===== config.mk =====
export PLATFORM = sky130hd
export DESIGN_NAME = afu_div_pipe
export DESIGN_NICKNAME = d
export VERILOG_FILES = /design/src/design/assert_macros.svh /design/src/design/afu_pkg.sv /design/src/design/afu_div_pipe.sv
export SDC_FILE = /design/constraint.sdc
export NUM_CORES = 2
export LEC_CHECK = 0
export ABC_CLOCK_PERIOD_IN_PS = 6300
export BUFFER_PORTS_ARGS = -buffer_cell sky130_fd_sc_hd__buf_2
export CORE_ASPECT_RATIO = 0.6
export CORE_MARGIN = 10
export CORE_UTILIZATION = 45
export CTS_CLUSTER_DIAMETER = 200
export DETAILED_ROUTE_END_ITERATION = 7
export PLACE_DENSITY = 0.58
export SYNTH_ARGS = -nofsm -noshare
export SYNTH_HDL_FRONTEND = slang
export SYNTH_SLANG_ARGS = --single-unit

===== constraint.sdc =====
create_clock -name clk -period 6.3 [get_ports clk]
set_input_delay 0.315 -clock clk [delete_from_list [all_inputs] [get_ports clk]]
set_output_delay 0.315 -clock clk [all_outputs]
set_load 0.01 [all_outputs]

===== src/design/assert_macros.svh =====
// assertion helpers for the rtl
`ifndef ASSERT_MACROS_SVH
`define ASSERT_MACROS_SVH

// same-cycle implication, checked outside reset
`define AFU_ASSERT_IMPL(label, ante, cons, msg) \
  label: assert property (@(posedge clk) disable iff (rst) (ante) |-> (cons)) \
    else $error(msg);

// next-cycle implication, checked outside reset
`define AFU_ASSERT_NEXT(label, ante, cons, msg) \
  label: assert property (@(posedge clk) disable iff (rst) (ante) |=> (cons)) \
    else $error(msg);

`endif


===== src/design/afu_pkg.sv =====
package afu_pkg;

  // function_select codes
  localparam logic [2:0] FN_SIGMOID       = 3'd0;
  localparam logic [2:0] FN_TANH          = 3'd1;
  localparam logic [2:0] FN_RELU          = 3'd2;
  localparam logic [2:0] FN_SIGMOID_DERIV = 3'd3;
  localparam logic [2:0] FN_TANH_DERIV    = 3'd4;
  localparam logic [2:0] FN_RELU_DERIV    = 3'd5;

  // 1.0 and ln2 in unsigned q31
  localparam logic [31:0] Q31_ONE = 32'h8000_0000;
  localparam logic [30:0] LN2_Q31 = 31'd1488522236;

  // per-beat sideband that rides along the exp and divide stages
  typedef struct packed {
    logic [2:0]  mode;
    logic        neg;
    logic [15:0] res;
  } sb_t;

  function automatic logic [15:0] sat16(input logic signed [63:0] x);
    logic [15:0] y;
    if (x > 64'sd32767) begin
      y = 16'h7fff;
    end else if (x < -64'sd32768) begin
      y = 16'h8000;
    end else begin
      y = x[15:0];
    end
    return y;
  endfunction

endpackage


===== src/design/afu_div_pipe.sv =====
module afu_div_pipe #(
  parameter int FRAC_BITS = 12
) (
  input  logic                clk,
  input  logic                rst,
  input  logic                en,
  input  logic                in_vld,
  input  logic [31:0]         in_e,
  input  afu_pkg::sb_t        in_sb,
  output logic                out_vld,
  output logic [FRAC_BITS:0]  out_q,
  output afu_pkg::sb_t        out_sb
);
  import afu_pkg::*;

  localparam int QW = FRAC_BITS + 1;
  localparam int DW = FRAC_BITS + 34;

  // numerator and denominator of the rounded quotient
  logic [31:0]   num;
  logic [32:0]   den;
  logic [DW-1:0] dvd;

  always_comb begin
    if (in_sb.mode == FN_TANH) begin
      num = Q31_ONE - in_e;
    end else begin
      num = in_sb.neg ? in_e : Q31_ONE;
    end
    den = 33'(Q31_ONE) + 33'(in_e);
    dvd = (DW'(num) << FRAC_BITS) + DW'(den >> 1);
  end

  logic          s_vld;
  logic [DW-1:0] s_rem;
  logic [32:0]   s_den;
  sb_t           s_sb;

  always_ff @(posedge clk) begin
    if (rst) begin
      s_vld <= 1'b0;
    end else if (en) begin
      s_vld <= in_vld;
    end
  end

  always_ff @(posedge clk) begin
    if (en) begin
      s_rem <= dvd;
      s_den <= den;
      s_sb  <= in_sb;
    end
  end

  // restoring divide, one quotient bit per stage, msb first
  logic          dv_vld [QW];
  logic [DW-1:0] dv_rem [QW];
  logic [32:0]   dv_den [QW];
  logic [QW-1:0] dv_q   [QW];
  sb_t           dv_sb  [QW];

  for (genvar j = 0; j < QW; j++) begin : g_step
    localparam int B = FRAC_BITS - j;
    logic          p_vld;
    logic [DW-1:0] p_rem;
    logic [32:0]   p_den;
    logic [QW-1:0] p_q;
    sb_t           p_sb;
    logic [DW-1:0] den_sh;

    if (j == 0) begin : g_first
      assign p_vld = s_vld;
      assign p_rem = s_rem;
      assign p_den = s_den;
      assign p_q   = '0;
      assign p_sb  = s_sb;
    end else begin : g_next
      assign p_vld = dv_vld[j-1];
      assign p_rem = dv_rem[j-1];
      assign p_den = dv_den[j-1];
      assign p_q   = dv_q[j-1];
      assign p_sb  = dv_sb[j-1];
    end

    assign den_sh = DW'(p_den) << B;

    always_ff @(posedge clk) begin
      if (rst) begin
        dv_vld[j] <= 1'b0;
      end else if (en) begin
        dv_vld[j] <= p_vld;
      end
    end

    always_ff @(posedge clk) begin
      if (en) begin
        if (p_rem >= den_sh) begin
          dv_rem[j] <= p_rem - den_sh;
          dv_q[j]   <= p_q | (QW'(1) << B);
        end else begin
          dv_rem[j] <= p_rem;
          dv_q[j]   <= p_q;
        end
        dv_den[j] <= p_den;
        dv_sb[j]  <= p_sb;
      end
    end
  end

  assign out_vld = dv_vld[QW-1];
  assign out_q   = dv_q[QW-1];
  assign out_sb  = dv_sb[QW-1];

endmodule


### After elaboration in Yosys (flattened, before gate mapping)

Memories as Yosys holds them, arrays and structs flattened.
Index checks and enable logic that the tools add are counted.

| storage, ports and cells | value |
|---|---|
| bits in latches | 0 |
| memories kept | 5 |
| memory bits (writable) | 1469 |
| logic and storage cells | 205 |
| memory bits (read-only) | 0 |
| register bits after elaboration | 100 |
| bits of input ports | 56 |
| output and inout port bits | 34 |

| operators by class | value |
|---|---|
| divide/modulo/power cells | 0 |
| $add $sub $neg | 16 |
| $lt $le $gt $ge | 13 |
| bitwise operators | 39 |
| mux-type cells | 125 |
| shift-type cells | 0 |
| equal/unequal tests | 1 |
| multipliers | 0 |
| reductions and logical operators | 0 |

Memory list:

| name | depth | bits a word | read ports | clocked after memory_dff | wr ports | line | RTL |
|---|---|---|---|---|---|---|---|
| dv_rem | 13 | 46 | 12 | 0 | 13 | afu_div_pipe.sv:57 | `logic [DW-1:0] dv_rem [QW];` |
| dv_den | 13 | 33 | 12 | 0 | 13 | afu_div_pipe.sv:58 | `logic [32:0] dv_den [QW];` |
| dv_sb | 13 | 20 | 13 | 0 | 13 | afu_div_pipe.sv:60 | `sb_t dv_sb [QW];` |
| dv_q | 13 | 13 | 13 | 0 | 13 | afu_div_pipe.sv:59 | `logic [QW-1:0] dv_q [QW];` |
| dv_vld | 13 | 1 | 13 | 0 | 13 | afu_div_pipe.sv:56 | `logic dv_vld [QW];` |

Operators with widths:

| cell | number |
|---|---|
| $mux W46 | 13 |
| $mux W13 | 13 |
| $mux W1 | 97 |
| $mux W32 | 2 |
| $ge A46 B33 Y1 | 1 |
| $ge A46 B34 Y1 | 1 |
| $ge A46 B35 Y1 | 1 |
| $ge A46 B36 Y1 | 1 |
| $ge A46 B37 Y1 | 1 |
| $ge A46 B38 Y1 | 1 |
| $ge A46 B39 Y1 | 1 |
| $ge A46 B40 Y1 | 1 |
| $ge A46 B41 Y1 | 1 |
| $ge A46 B42 Y1 | 1 |
| $ge A46 B43 Y1 | 1 |
| $ge A46 B44 Y1 | 1 |
| $ge A46 B45 Y1 | 1 |
| $sub A46 B33 Y46 | 1 |
| $sub A46 B34 Y46 | 1 |
| $sub A46 B35 Y46 | 1 |
| $sub A46 B36 Y46 | 1 |
| $sub A46 B37 Y46 | 1 |
| $sub A46 B38 Y46 | 1 |
| $sub A46 B39 Y46 | 1 |
| other kinds (11) | 49 |

### Longest topological paths before layout

An unclocked memory read counts as a cell.

| depth | value |
|---|---|
| depth in word-level cells | 6 |
| depth in mapped cells | 20 |

### Worst setup path before layout

Ideal clock, no wire load.

| timing | value |
|---|---|
| path type | input -> register |
| start | in in_e[0] |
| end | reg s_rem[41] (netlist: g_step[0].p_rem[41]) (data pin) |
| arrival time | 3.746 ns |
| slack | 2.290 ns |
| stages on the path | 19 |
| data required time | 6.036 ns |
| path buffers | 1 |
| setup time | 0.264 ns |
| cell sequence | inv_1 -> ha_1 -> or3b_2 -> or4_4 -> buf_6 -> nor3_1 -> xor2_1 -> o21ai_0 -> ha_1 -> a21o_1 -> a21o_1 -> nor2_1 -> nand2_1 -> o221a_2 -> o21ai_0 -> o21bai_1 -> nand2_2 -> nor3_2 -> xor2_1 |

| on the way | value |
|---|---|
| cells in the longest elaborated chain, start to end | 3 |
| elaborated cells between the ends (all ways) | 5 |

RTL lines:

| item | line | RTL |
|---|---|---|
| start, declared | afu_div_pipe.sv:8 | `input logic [31:0] in_e,` |
| $sub A32 B32 Y32 or $mux W32 (tied branches) | afu_div_pipe.sv:26, afu_div_pipe.sv:28 |  |
| $mux W32 | afu_div_pipe.sv:25 | `if (in_sb.mode == FN_TANH) begin` |
| $add A44 B32 Y45 * | afu_div_pipe.sv:31 | `dvd = (DW'(num) << FRAC_BITS) + DW'(den >> 1);` |
| named net dvd[41] | afu_div_pipe.sv:22 | `logic [DW-1:0] dvd;` |
| end signal, assigned | afu_div_pipe.sv:49 | `s_rem <= dvd;` |
| end, declared | afu_div_pipe.sv:35 | `logic [DW-1:0] s_rem;` |

Mark *: on every way through the listed nets, which the timed path passes. The rest lies on a longest branch.
A chain may end at the register's enable or synchronous reset.

==> results.py <==
metrics = {
    "status": {
        "status": "finished, final reports clean",
    },
    "floorplan": {
        "io_pins": 90,
        "fp.dieArea_um2": 182000,
        "fp.dieW_um": 544,
        "die_h_um": 334,
        "fp.coreArea_um2": 164000,
        "start_util_pct": 45.3,
        "std_cell_rows": 115,
    },
    "power": {
        "power.switching_uw": 13800,
        "peakVddDrop_v": 0.000270,
        "comb_power_share_pct": 38.8,
        "p_sw_share_pct": 37.1,
        "power_leakage_uw": 0.0320,
        "p_clk_share_pct": 23.3,
        "power_density_nw_per_um2": 452,
        "intPower_uw": 23400,
        "pwr-share-seq_pct": 37.8,
    },
    "cells_and_area": {
        "drive_above_1_share_pct": 7.17,
        "fill_cells": 14500,
        "nNetsFinal": 7149,
        "final_common_cell": "edfxtp_1",
        "final_cell_count_no_fill": 8903,
        "final_cell_mix": "1398 x edfxtp_1, 562 x inv_1, 557 x nand2_1",
        "synthToLayoutAreaGrowth_pct": 10.9,
    },
    "logic_synthesis": {
        "ys_types": 111,
        "syn_area_um2": 74100,
        "avgSynthCellArea_um2": 11.4,
        "netlist_top_cells_area": "edfxtp_1 57%, ha_1 7.6%, o21ai_0 3.6%, a21oi_1 3.5%, xnor2_1 2.9%",
        "synth_top_area_cell": "edfxtp_1",
        "synthFlopType": "edfxtp_1",
        "synth_fp_nets": 7019,
        "synth_top_area_share_pct": 56.6,
        "syn_inst": 6499,
        "synth_edf_count": 1398,
        "ys_ff_latch": 1399,
        "seq_area_frac_synth_pct": 56.6,
        "yosysWarnings": 0,
        "synthArstFlopShare_pct": 0,
    },
    "grt": {
        "grt.total_usage_pct": 21.4,
        "antenna_found_initial": 5,
        "grt_pass1_vias": 46600,
        "grt_max_degree": 156,
        "grt_pass1_wl_mm": 300,
        "grt-ovfl-total": 0,
    },
    "critical_path": {
        "worstSetupPathType": "reg2reg",
        "critical_path_required_ns": 6.86,
        "cp_data_arrival_time_ns": 5.66,
        "crit_top_cell": "a21oi_1",
        "crit_path_cell_trace": "ha_1 > a21o_1 > a21oi_1 > a21oi_1 > o311ai_0 > nand3_1 > a31oi_1 > o21ai_0 > a311oi_1 > nand3b_1 > xnor2_1",
        "rrSetupSlack_ns": 1.21,
        "worstPathMaxFanout": 5,
        "cpPeakStageDelay_ns": 1.14,
        "crit_slowest_cell": "o311ai_0",
        "startpoint_type": "flip-flop",
        "end_kind": "flip-flop",
    },
    "sta": {
        "hold_viol_final": 0,
        "hold_slack_ns": 0.00369,
        "max_slew_margin_pct": 7.89,
        "fin_tns_setup_ns": 0,
        "finalCritPeriodShare_pct": 80.8,
        "layout_min_cycle_time_ns": 5.09,
        "grt_setup_unrepaired": "false",
        "setup_viol": 0,
        "tightest_slew_ns": 1.35,
        "skew_ns": 0.0589,
        "max_freq_mhz": 196,
        "slew_violations": 0,
    },
    "min_path": {
        "hold_path_class": "in2reg",
    },
    "clocking": {
        "cts_tree": "done",
        "cts.sinks": 1399,
        "post_cts_buffers": 0,
        "cts_resized": 0,
        "clock_latency_ns": 0.82,
        "path_clk_slew_ns": 0.06,
        "clockBufferDepth": 4,
        "htree_num_levels": 4,
        "cts_root_buf": "clkbuf_16",
        "cts_made_buffers": 154,
    },
    "detailed_routing": {
        "ant_nets": 0,
        "viasPerCell": 5.77,
        "vias": 51300,
        "drt-total-wl_mm": 200,
        "drc_errors": 0,
        "dr.first_iter.drc_count": 6220,
        "wl_per_cell_um": 22.5,
        "dr.pass1.iters": 6,
    },
    "place": {
        "placed_cells": 8582,
        "place_congestion": 0.937,
        "dp_hpwl_mm": 153,
        "port_buffers": 89,
    },
    "run": {
        "max-cap-violations": 0,
    },
}
[flip-flops by register name, indices dropped and copies added, names as in the netlist]
signal	count
g_step.p_vld	1
dv_den	396
dv_rem	552
g_step.p_den	33
dv_vld	13
g_step.p_rem	33
g_step.p_sb	20
dv_q	91
dv_sb	260
[worst max-delay path: cells and delay by family (launching register included)]
family                     cells  cell delay [ns]
and+or+nand+nor                2             0.57
adders and majority gates      1             0.39
xor gates and xnor gates       1             0.16
DFF                            1             0.40
AOI/OAI and AO/OA              7             3.35
[synth_stat cells (11+ instances only)]
library cell  count
edfxtp_1       1398
inv_1           563
nand2_1         557
o21ai_0         536
a21oi_1         517
ha_1            451
nor2_1          321
xnor2_1         245
a21o_1          239
xor2_1          202
clkbuf_1        175
nand4_1         106
nand3_1          97
nor3_1           90
nand2b_1         75
nor4_1           65
o21bai_1         60
nor2b_1          58
o21a_1           47
a211oi_1         44
mux2_2           43
a31oi_1          39
and3_1           39
o31ai_1          38
and2_1           36
buf_4            33
o211ai_1         33
or2_2            24
or3_1            19
a211o_1          16
o31a_1           16
and4_1           14
fa_1             13
nand4b_1         13
nor4b_1          13
or4_1            13
a31o_2           11
nand3b_1         11
o221ai_1         11
[path summary, 6_finish.rpt]
kind                  from  cells past startpoint              to
max          dv_rem[1][55]                     11  dv_rem[1][135]
min                     en                      1    dv_sb[0][13]
max reg2reg  dv_rem[1][55]                     11  dv_rem[1][135]
min reg2reg   dv_sb[0][37]                      0    dv_sb[0][57]
[power by group through the flow]
stage / registers [uW] / logic, uW / clock network (uW)
detailed placement: 14200 / 13900 / 0
global placement: 14300 / 13800 / 0
CTS: 14100 / 14000 / 8960
finish: 14100 / 14400 / 8670
global route: 14300 / 15800 / 9310
floorplan: 13700 / 10000 / 0
[cell families after synthesis]
kind of cell | Yosys count | share of synthesized area [%]
buf+inv | 795 | 4.25
flops | 1399 | 56.6
compound gates | 1748 | 14.5
mux | 50 | 0.748
xor+xnor | 447 | 5.28
simple gates | 1596 | 10.6
fa+ha+maj | 464 | 7.96
[timing repair]
item,4_1_cts,5_1_grt
endpoints found under the hold margin,54,0
endpoints found under the setup margin,0,0
hold buffers,54,0
[final cells by class]
class | instances | area (um^2) | area share [%]
multi-input cells | 4305 | 29100 | 35.4
well taps | 2164 | 2710 | 3.29
clock buffers | 186 | 4070 | 4.95
repair buffers | 203 | 1570 | 1.91
inverters | 566 | 2120 | 2.58
flip-flops and latches | 1399 | 42000 | 51.1
clock inverters | 77 | 627 | 0.762
diodes | 3 | 7.51 | 0.00913
[stage by stage]
stage	area, um^2	worst slack (ns)	total power, uW	util [%]
2_1_floorplan	74100	2.29	23700	-
3_3_place_gp	77000	1.57	28000	47.0
3_5_place_dp	77000	1.62	28100	47.0
4_1_cts	82200	1.59	37000	50.2
5_1_grt	82200	1.21	39400	50.2
6_report	82200	1.21	37200	50.2
[routing by layer]
metal / vias to the layer above / part of all wire [%] / routed length [um] / global-route usage, %
met2: 2014 / 31 / 62600 / 22.4
met3: 163 / 13 / 25400 / 7.99
li1: 24200 / - / - / -
met4: 0 / 1.1 / 2150 / 2.90
met5: - / 0 / 0 / 0
met1: 24900 / 55 / 110000 / 38.4
No activity file was read; power rests on OpenSTA's default activity.
